### config.mk
export PLATFORM = sky130hd
export DESIGN_NAME = pru_ram
export DESIGN_NICKNAME = d
export VERILOG_FILES = /design/src/rtl/core/pru_ram.sv
export SDC_FILE = /design/constraint.sdc
export NUM_CORES = 2
export LEC_CHECK = 0
export BUFFER_PORTS_ARGS = -buffer_cell sky130_fd_sc_hd__buf_2
export CAP_MARGIN = 20
export CORE_AREA = 2 2 491 493
export DETAILED_ROUTE_END_ITERATION = 7
export DIE_AREA = 0 0 493 495
export SYNTH_ARGS = -nofsm -noshare
export SYNTH_HDL_FRONTEND = slang
export SYNTH_SLANG_ARGS = --single-unit
### constraint.sdc
create_clock -name clk -period 7.4 [get_ports clk]
set_clock_uncertainty 0.15 [all_clocks]
set_input_delay 1.48 -clock clk [delete_from_list [all_inputs] [get_ports clk]]
set_output_delay 1.48 -clock clk [all_outputs]
set_load 0.01 [all_outputs]
### src/rtl/core/pru_ram.sv
module pru_ram #(
	parameter int WIDTH = 8,
	parameter int DEPTH = 256
) (
	input  logic                     clk,
	input  logic                     we,
	input  logic [$clog2(DEPTH)-1:0] addr,
	input  logic [WIDTH-1:0]         wdata,
	output logic [WIDTH-1:0]         rdata
);

	logic [WIDTH-1:0] mem_q [DEPTH];

	always_ff @(posedge clk) begin
		if (we) begin
			mem_q[addr] <= wdata;
		end
		rdata <= mem_q[addr];
	end

endmodule

==> metrics.yaml <==
powerDensity_nw_per_um2: 266
vias_per_cell: 5.30
violations: "DRC"
port_buffers: 25
cts_setup_buffers: 0
ys_dominant_reg_cell: "edfxtp_1"
min_period_ns: 4.57
cts.sinks: 2056
ys_types: 22
ys_seq_area_share_pct: 78.6
die_w_um: 493
fmax_mhz: 219
core_area_um2: 239000
syn_nets: 3565
cts.path.max_buffers: 3
drv_cap: 0
wire_per_inst_um: 27.2
cts_root_buffer: "clkbuf_16"
num_io_pins: 26
drtPass1Iterations: 8
vias: 37100
placedCellCount: 6640
hpwl_um: 111000
slew_violations: 0
rsz0062_at_grt: "no"
setup_viol_count_final: 0
synthTopCellsByArea: "edfxtp_1 78%, mux4_2 15%, a22oi_1 2.4%, nor2_1 1.1%, a21oi_1 0.82%"
critical_path_required_ns: 7.90
ys_ff_latch: 2056
timing.hold.ws_ns: 0.848
path_clk_slew_ns: 0.06
cts_tree: "done"
fin_cells: 7003
power.total_w: 0.0236
critPathLaunchType: "input pin"
grt_use_total_pct: 15.4
crit_arrival_ns: 5.07
gr-total-overflow: 0
synthDominantCellAreaShare_pct: 78.3
grt_pass1_vias: 37700
drtIter0Drc: 4533
min_period_over_period_pct: 61.7
synth_edf_count: 2048
synth_area_um2: 78500
gp_congestion: 0.794
cts_buffers: 204
grt_pass1_wl_um: 275000
synthCells: 3547
status: "finished, violations left"
grt_max_degree: 217
syn_to_final_growth_pct: 13.3
die-area_um2: 244000
nNetsFinal: 3683
insertion_delay_ns: 0.84
drt-total-wl_um: 190000
relSlewSlack_pct: 18.8
tns_ns: 0
hold_class: "reg -> reg"
final_hold_viol_count: 0
path_class: "in -> reg"
antenna_found_initial: 7
fin_util_pct: 37.2
die_h_um: 495
async_flop_share_pct: 0
drc: 1
fillers: 21500
drive_above_1_share_pct: 24.3
worst_slew_pin_slew_ns: 1.22
synth_top_area_cell: "edfxtp_1"
start_util_pct: 32.8
rows: 180
htreeDepth: 4
p_leak_nw: 26.4
crit_path_end_kind: "flip-flop"
yosysWarnings: 0
cts_resized: 0
syn_area_per_cell_um2: 22.1
critPathMaxFanout: 75
antenna_left: 0
cts_hold_buf: 0
ir_drop_mv: 0.222
==> per-stage QoR <==
stage          cell area, um^2  worst slack (ns)
2_1_floorplan            78500              3.55
3_3_place_gp             82700              1.47
3_5_place_dp             82700              1.96
4_1_cts                  88900              2.88
5_1_grt                  89000              2.74
6_report                 89000              2.83
==> cell type report <==
class	instances	area [um^2]	area share, %
clock inverter	88	773	0.869
inverter	1	3.75	0.00422
timing repair buffer	144	1330	1.50
multi-input combinational	1258	15800	17.8
clock buffer	269	5390	6.06
tap	3185	3990	4.48
sequential	2056	61700	69.3
antenna	2	5.00	0.00563
==> path summary, 6_finish.rpt <==
path	start	to	slack, ns	cells after the start
worst max-delay path	addr[0]	rdata[2]$_DFF_P_	2.83	7
worst min-delay path	mem_q[239][0]$_DFFE_PP_	rdata[0]$_DFF_P_	0.85	5
worst max register to register	mem_q[60][2]$_DFFE_PP_	rdata[2]$_DFF_P_	4.43	5
worst min register to register	mem_q[239][0]$_DFFE_PP_	rdata[0]$_DFF_P_	0.85	5
==> logic make-up after synthesis <==
logic type / Yosys count / synth area share [%]
flops: 2056 / 78.6
mux: 512 / 14.7
compound gates: 416 / 3.62
simple gates: 330 / 1.73
buf+inv: 233 / 1.40
==> flip-flops by register name, summed over array words and instances, names as in the netlist <==
register	cells
mem_q	2048
rdata	8
==> worst max-delay path, cell delays in order <==
cell     delay [ns]
buf_8          0.44
buf_12         0.48
mux4_2         0.60
a22oi_1        0.26
a21oi_1        0.20
o41ai_1        1.04
nand4_1        0.18
==> placed cells by master, fill, tap and decap left out, types with 3 or more instances in the layout <==
cell / count
o41ai_1: 29
a21oi_1: 128
mux4_2: 512
nor3_1: 28
nand4_1: 8
nand3_1: 12
a22oi_1: 256
o41ai_2: 3
buf_2: 22
clkinv_8: 4
buf_8: 10
buf_6: 3
clkinv_2: 25
nor2b_1: 5
dfxtp_1: 8
buf_12: 16
clkinvlp_4: 4
clkbuf_16: 206
clkbuf_1: 63
inv_6: 3
nand2_1: 27
nor2_1: 231
nand2b_1: 4
edfxtp_1: 2048
buf_4: 92
clkinv_1: 37
bufinv_16: 9
==> metal layers <==
metal	global-route usage, %	share of wire, %
met1	21.5	42
met2	24.8	48
met3	2.78	7.0
met4	4.33	2.5
met5	0	0.0068
==> where the power goes <==
group	leakage, nW	internal, W	switching, W
clock network	2.99	0.00542	0.00430
registers	18.5	0.0128	0.0000207
logic	4.96	0.000360	0.000687
total	26.4	0.0186	0.00500
==> cell usage after synthesis, types with 6 or more instances <==
cell      number
a21oi_1      128
buf_1         19
dfxtp_1        8
mux4_2       512
edfxtp_1    2048
nand2_1       28
buf_4         16
nand3_1       13
nor2b_1        7
a22oi_1      256
clkbuf_1     145
buf_6         16
nor2_1       232
nor3_1        30
nand2b_1       6
nand4_1        8
o41ai_1       32
buf_2         36
Note: power is estimated with default switching activity, not from simulation.
