$ cat config.mk
export PLATFORM = sky130hd
export DESIGN_NAME = pru_frame_unit
export DESIGN_NICKNAME = d
export VERILOG_FILES = /design/src/rtl/core/pru_pkg.sv /design/src/rtl/core/pru_frame_unit.sv
export SDC_FILE = /design/constraint.sdc
export NUM_CORES = 1
export LEC_CHECK = 0
export BUFFER_PORTS_ARGS = -buffer_cell sky130_fd_sc_hd__buf_2
export CORE_MARGIN = 4
export CORE_UTILIZATION = 60
export CTS_BUF_LIST = sky130_fd_sc_hd__clkbuf_4 sky130_fd_sc_hd__clkbuf_8 sky130_fd_sc_hd__clkbuf_16
export DETAILED_ROUTE_END_ITERATION = 8
export PLACE_DENSITY = 0.88
export REMOVE_ABC_BUFFERS = 1
export SLEW_MARGIN = 20
export SYNTH_ARGS = -nofsm -noshare
export SYNTH_HDL_FRONTEND = slang
export SYNTH_SLANG_ARGS = --single-unit
$ cat constraint.sdc
create_clock -name clk -period 12.2 [get_ports clk]
set_input_delay 3.66 -clock clk [delete_from_list [all_inputs] [get_ports clk]]
set_output_delay 3.66 -clock clk [all_outputs]
set_load 0.05 [all_outputs]
$ cat src/rtl/core/pru_pkg.sv
package pru_pkg;

	localparam int PAGES     = 4096;
	localparam int PAGE_W    = 12;
	localparam int FRAMES    = 16;
	localparam int FIDX_W    = 4;
	localparam int SCAN_W    = FIDX_W + 1;
	localparam int ADDR_W    = 32;
	localparam int STAMP_W   = 32;
	localparam int CFG_W     = 5;
	localparam int CFG_IDX_W = 2;

	localparam logic [CFG_IDX_W-1:0] REG_PAGE_SHIFT     = 2'd0;
	localparam logic [CFG_IDX_W-1:0] REG_FRAMES_IN_USE  = 2'd1;
	localparam logic [CFG_IDX_W-1:0] REG_REPLACE_POLICY = 2'd2;

	localparam logic [4:0] RESET_PAGE_SHIFT    = 5'd12;
	localparam logic [4:0] RESET_FRAMES_IN_USE = 5'd16;

	// page table entry: resident flag and frame
	localparam int PTE_W = 1 + FIDX_W;

	typedef struct packed {
		logic [ADDR_W-1:0] address;
		logic              is_write;
	} access_t;

	typedef struct packed {
		logic               hit;
		logic [3:0]         frame_index;
		logic               evicted_valid;
		logic [11:0]        evicted_page;
		logic               out_of_range;
		logic [STAMP_W-1:0] fault_count;
	} result_t;

	typedef enum logic [2:0] {
		ST_CLEAR,
		ST_IDLE,
		ST_LOOK,
		ST_SCAN,
		ST_EVICT,
		ST_LOAD
	} state_t;

	typedef struct packed {
		logic               scan_clr;
		logic               scan_step;
		logic               policy;
		logic               touch;
		logic               install;
		logic [FIDX_W-1:0]  frame;
		logic [PAGE_W-1:0]  page;
		logic [STAMP_W-1:0] stamp;
	} fu_cmd_t;

	typedef struct packed {
		logic [SCAN_W-1:0] idx;
		logic              cur_free;
		logic [FIDX_W-1:0] best_nxt;
		logic [PAGE_W-1:0] owner;
	} fu_stat_t;

endpackage

$ cat src/rtl/core/pru_frame_unit.sv
module pru_frame_unit (
	input  logic              clk,
	input  logic              arst_n,
	input  pru_pkg::fu_cmd_t  cmd,
	output pru_pkg::fu_stat_t stat
);
	import pru_pkg::*;

	logic [FRAMES-1:0]  occ_q;
	logic [PAGE_W-1:0]  owner_q [FRAMES];
	logic [STAMP_W-1:0] last_q  [FRAMES];
	logic [STAMP_W-1:0] load_q  [FRAMES];

	logic [SCAN_W-1:0]  idx_q;
	logic [FIDX_W-1:0]  best_q;
	logic [STAMP_W-1:0] best_key_q;

	logic [FIDX_W-1:0]  sel;
	logic [STAMP_W-1:0] key;
	logic               take;

	// one comparator shared over the scan, one frame per cycle
	always_comb begin
		sel  = idx_q[FIDX_W-1:0];
		key  = cmd.policy ? load_q[sel] : last_q[sel];
		take = (idx_q == '0) || (key < best_key_q);
		stat.idx      = idx_q;
		stat.cur_free = !occ_q[sel];
		stat.best_nxt = take ? sel : best_q;
		stat.owner    = owner_q[cmd.frame];
	end

	always_ff @(posedge clk or negedge arst_n) begin
		if (!arst_n) begin
			occ_q <= '0;
			idx_q <= '0;
		end else begin
			if (cmd.install) begin
				occ_q[cmd.frame] <= 1'b1;
			end
			if (cmd.scan_clr) begin
				idx_q <= '0;
			end else if (cmd.scan_step) begin
				idx_q <= idx_q + SCAN_W'(1);
			end
		end
	end

	always_ff @(posedge clk) begin
		if (cmd.scan_step && take) begin
			best_q     <= sel;
			best_key_q <= key;
		end
		if (cmd.install) begin
			owner_q[cmd.frame] <= cmd.page;
			load_q[cmd.frame]  <= cmd.stamp;
			last_q[cmd.frame]  <= cmd.stamp;
		end else if (cmd.touch) begin
			last_q[cmd.frame] <= cmd.stamp;
		end
	end

endmodule

==> metrics.md <==
| Metric | Value |
|---|---|
| Outcome | `finished, final reports clean` |
| Non-filler instance count after layout | `3,310` |
| Vias in the first global route | `24,913` |
| P&R area growth vs syn | `11.7%` |
| Number of synthesized register bits | `1,273` |
| Worst hold path class | `flip-flop to flip-flop` |
| Commonest non-fill, non-tap cell in the layout | `edfxtp_1` |
| Clk buf depth | `3` |
| Die area | `0.0862 mm²` |
| Xor/xnor share of the synthesized area | `0.0715%` |
| CTS Root Buffer Type | `clkbuf_16` |
| Sequential power share | `52.9%` |
| I/O Buffers | `76` |
| Synth top area share | `76.8%` |
| GRT Total Usage | `30.4%` |
| Cells on worst reg2reg path | `12` |
| Hold path cells | `1` |
| DR WL/cell | `38.6 µm` |
| Netlist cell types | `43` |
| Min Tclk post-route | `10.98 ns` |
| Clock skew | `0.0409 ns` |
| Initial antenna violation count | `8` |
| Worst Setup Start Kind | `primary input` |
| Largest family of logic cells by synthesized area | `multiplexers` |
| Fmax | `91.1 MHz` |
| CP required | `8.54 ns` |
| H-tree depth | `3` |
| Max_cap viols | `0` |
| Setup-failing EPs final | `0` |
| Total gr overflow | `0` |
| Syn Area/Cell | `24.4 µm²` |
| Vias | `23,983` |
| Fin nets | `2,238` |
| Async SR Flop Fraction | `1.65%` |
| Post-synthesis sequential area ratio | `77.8%` |
| Clock-pin slew on the worst setup and hold paths | `0.07 ns` |
| Post-Syn Instances | `2,008` |
| Starting Density | `60.7%` |
| Synth Area in Adders | `0.843%` |
| Clk_lat worst skew | `0.71 ns` |
| Post-synth top area cell | `edfxtp_1` |
| Vias per cell | `7.25` |
| Remaining DRCs | `0` |
| Synth Cell Area | `0.0490 mm²` |
| Hold Vio Cnt, Final | `0` |
| Max VDD drop | `0.118 mV` |
| Drt first-iter violations | `4,482` |
| Slew @ Worst Pin | `1.24 ns` |
| RSZ-0062 raised after global routing | `no` |
| I/O pins | `77` |
| Logic gate share of total power | `7.7%` |
| Final WL | `128,000 µm` |
| GP Congestion | `0.826` |
| CP Capture Type | `output port` |
| Die width | `294 µm` |
| First-pass GRT wire length | `185,000 µm` |
| CTS tree | `built` |
| Synth Area in Simple Gates | `1.02%` |
| Critical path type | `primary input to output port` |
| Int Power | `0.00731 W` |
| Net Switching | `0.00214 W` |
| Post-cts sizing count | `0` |
| Pin count of the biggest net entering global routing | `143` |
| Max-slew violations | `0` |
| Crit share post-route | `90.0%` |
| Yosys Warn Count | `0` |
| CP Data Arrival Time | `7.32 ns` |
| Floorplan row count | `104` |
| Antenna Nets Post-Route | `0` |
| Share of layout cells above drive strength 1 | `34.8%` |
| Slew margin rel. | `16.9%` |
| Post-synth top flop | `edfxtp_1` |
| PwrDens | `173 mW/mm²` |
| CORE AREA | `0.0807 mm²` |
| Inserted Clock Buffers | `117` |
| Compound-gate portion of the synthesized area | `0.567%` |
| Cts hold-fix bufs | `0` |
| Switching share of power | `22.6%` |
| Design Power | `0.00945 W` |
| Chip height | `294 µm` |
| Commonest non-fill, non-tap cells in the layout | `1,252 x edfxtp_1, 380 x mux4_2, 120 x clkbuf_16` |
| Leakage | `17.0 nW` |
| DP HPWL | `60,300 µm` |
| Synth area leaders | `edfxtp_1 77%, mux4_2 17%, dfrtp_1 1.1%` |
| Critical Path Fanout Max | `37` |
| Mux contribution to synthesized area | `18.5%` |
| Post-CTS setup buffers | `0` |
| Post-synth EDFFs | `1,252` |
| Clock power frac | `39.4%` |
| DRT Pass-1 Iters | `6` |
| Clock sink count | `1,273` |
| Placed Instances | `3,091` |
==> power groups by stage <==
| stage | registers [W] | logic (W) | clock network [W] |
|---|---|---|---|
| after floorplan | 0.00511 | 0.000520 | 0 |
| after global placement | 0.00506 | 0.000643 | 0 |
| after detailed placement | 0.00508 | 0.000688 | 0 |
| after CTS | 0.00500 | 0.000723 | 0.00373 |
| after global routing | 0.00500 | 0.000764 | 0.00394 |
| final | 0.00500 | 0.000730 | 0.00372 |
==> stage by stage <==
step / utilization, % / setup slack, ns / area (µm²) / hold slack [ns] / setup TNS (ns)
global placement: 63.0 / 1.57 / 50800 / 0.445 / 0
CTS: 67.8 / 1.28 / 54700 / 0.474 / 0
global route: 67.8 / 0.994 / 54700 / 0.504 / 0
detailed placement: 63.0 / 1.46 / 50800 / 0.461 / 0
finish: 67.8 / 1.22 / 54700 / 0.474 / 0
floorplan: - / -5.04 / 48500 / 0.434 / -126.25
==> sequential cells by signal (all words and copies together) (netlist names) <==
signal / flops
owner_q: 192
idx_q: 5
best_q: 4
occ_q: 16
best_key_q: 32
last_q: 512
load_q: 512
==> critical path: stages <==
cell	delay, ns
buf_2	0.74
mux2_2	0.46
ha_1	0.31
o21ai_0	0.27
a211oi_1	0.14
a2111oi_0	0.59
o22ai_1	0.20
o211ai_2	0.17
a21oi_1	0.20
mux2_1	0.36
buf_2	0.22
==> worst paths after layout <==
kind	from	end	slack (ns)
min in group asynchronous	arst_n	occ_q[9]	2.95
worst max register to register	idx_q[1]	best_key_q[26]	6.03
worst max-delay path	cmd[50]	stat[12]	1.22
worst min-delay path	occ_q[0]	occ_q[0]	0.47
max in group asynchronous	arst_n	idx_q[1]	8.83
worst min register to register	occ_q[0]	occ_q[0]	0.47
==> cell usage after synthesis, drive strengths merged, types with 3 or more instances <==
cell type / count
mux2i: 5
nand2: 13
o21ai: 7
ha: 33
nand2b: 5
dfrtp: 21
mux4: 380
nand4: 5
nor2: 37
mux2: 38
a211oi: 7
or2: 16
buf: 54
clkbuf: 44
nor3: 12
a2111oi: 3
xor2: 3
a21oi: 7
nand3: 5
edfxtp: 1252
a21o: 4
inv: 35
==> per-layer routing <==
metal / global-route usage, % / wire, µm
met5: 0 / 41
met2: 50.9 / 65100
met4: 13.7 / 6830
met3: 7.22 / 14600
met1: 38.7 / 41200
==> cell families (layout without fill, tap and decap cells) <==
kind of cell,after synthesis,in the layout
AO/OA/AOI/OAI,40,40
XOR/XNOR,4,4
other,0,8
AND/OR/NAND/NOR,102,102
adder cells (fa/ha/maj),33,33
flip-flops,1273,1273
multiplexers,423,423
buffers and inverters,133,367
==> final cells by class <==
type | count | area [µm²]
Antenna cell | 8 | 20.0
Clock buffer | 147 | 3220
Clock inverter | 64 | 614
Fill cell | 4364 | 26000
Inverter | 35 | 131
Multi-Input combinational cell | 602 | 10500
Sequential cell | 1273 | 38100
Tap cell | 1060 | 1330
Timing Repair Buffer | 121 | 762
Note: power is estimated with default switching activity, not from simulation.
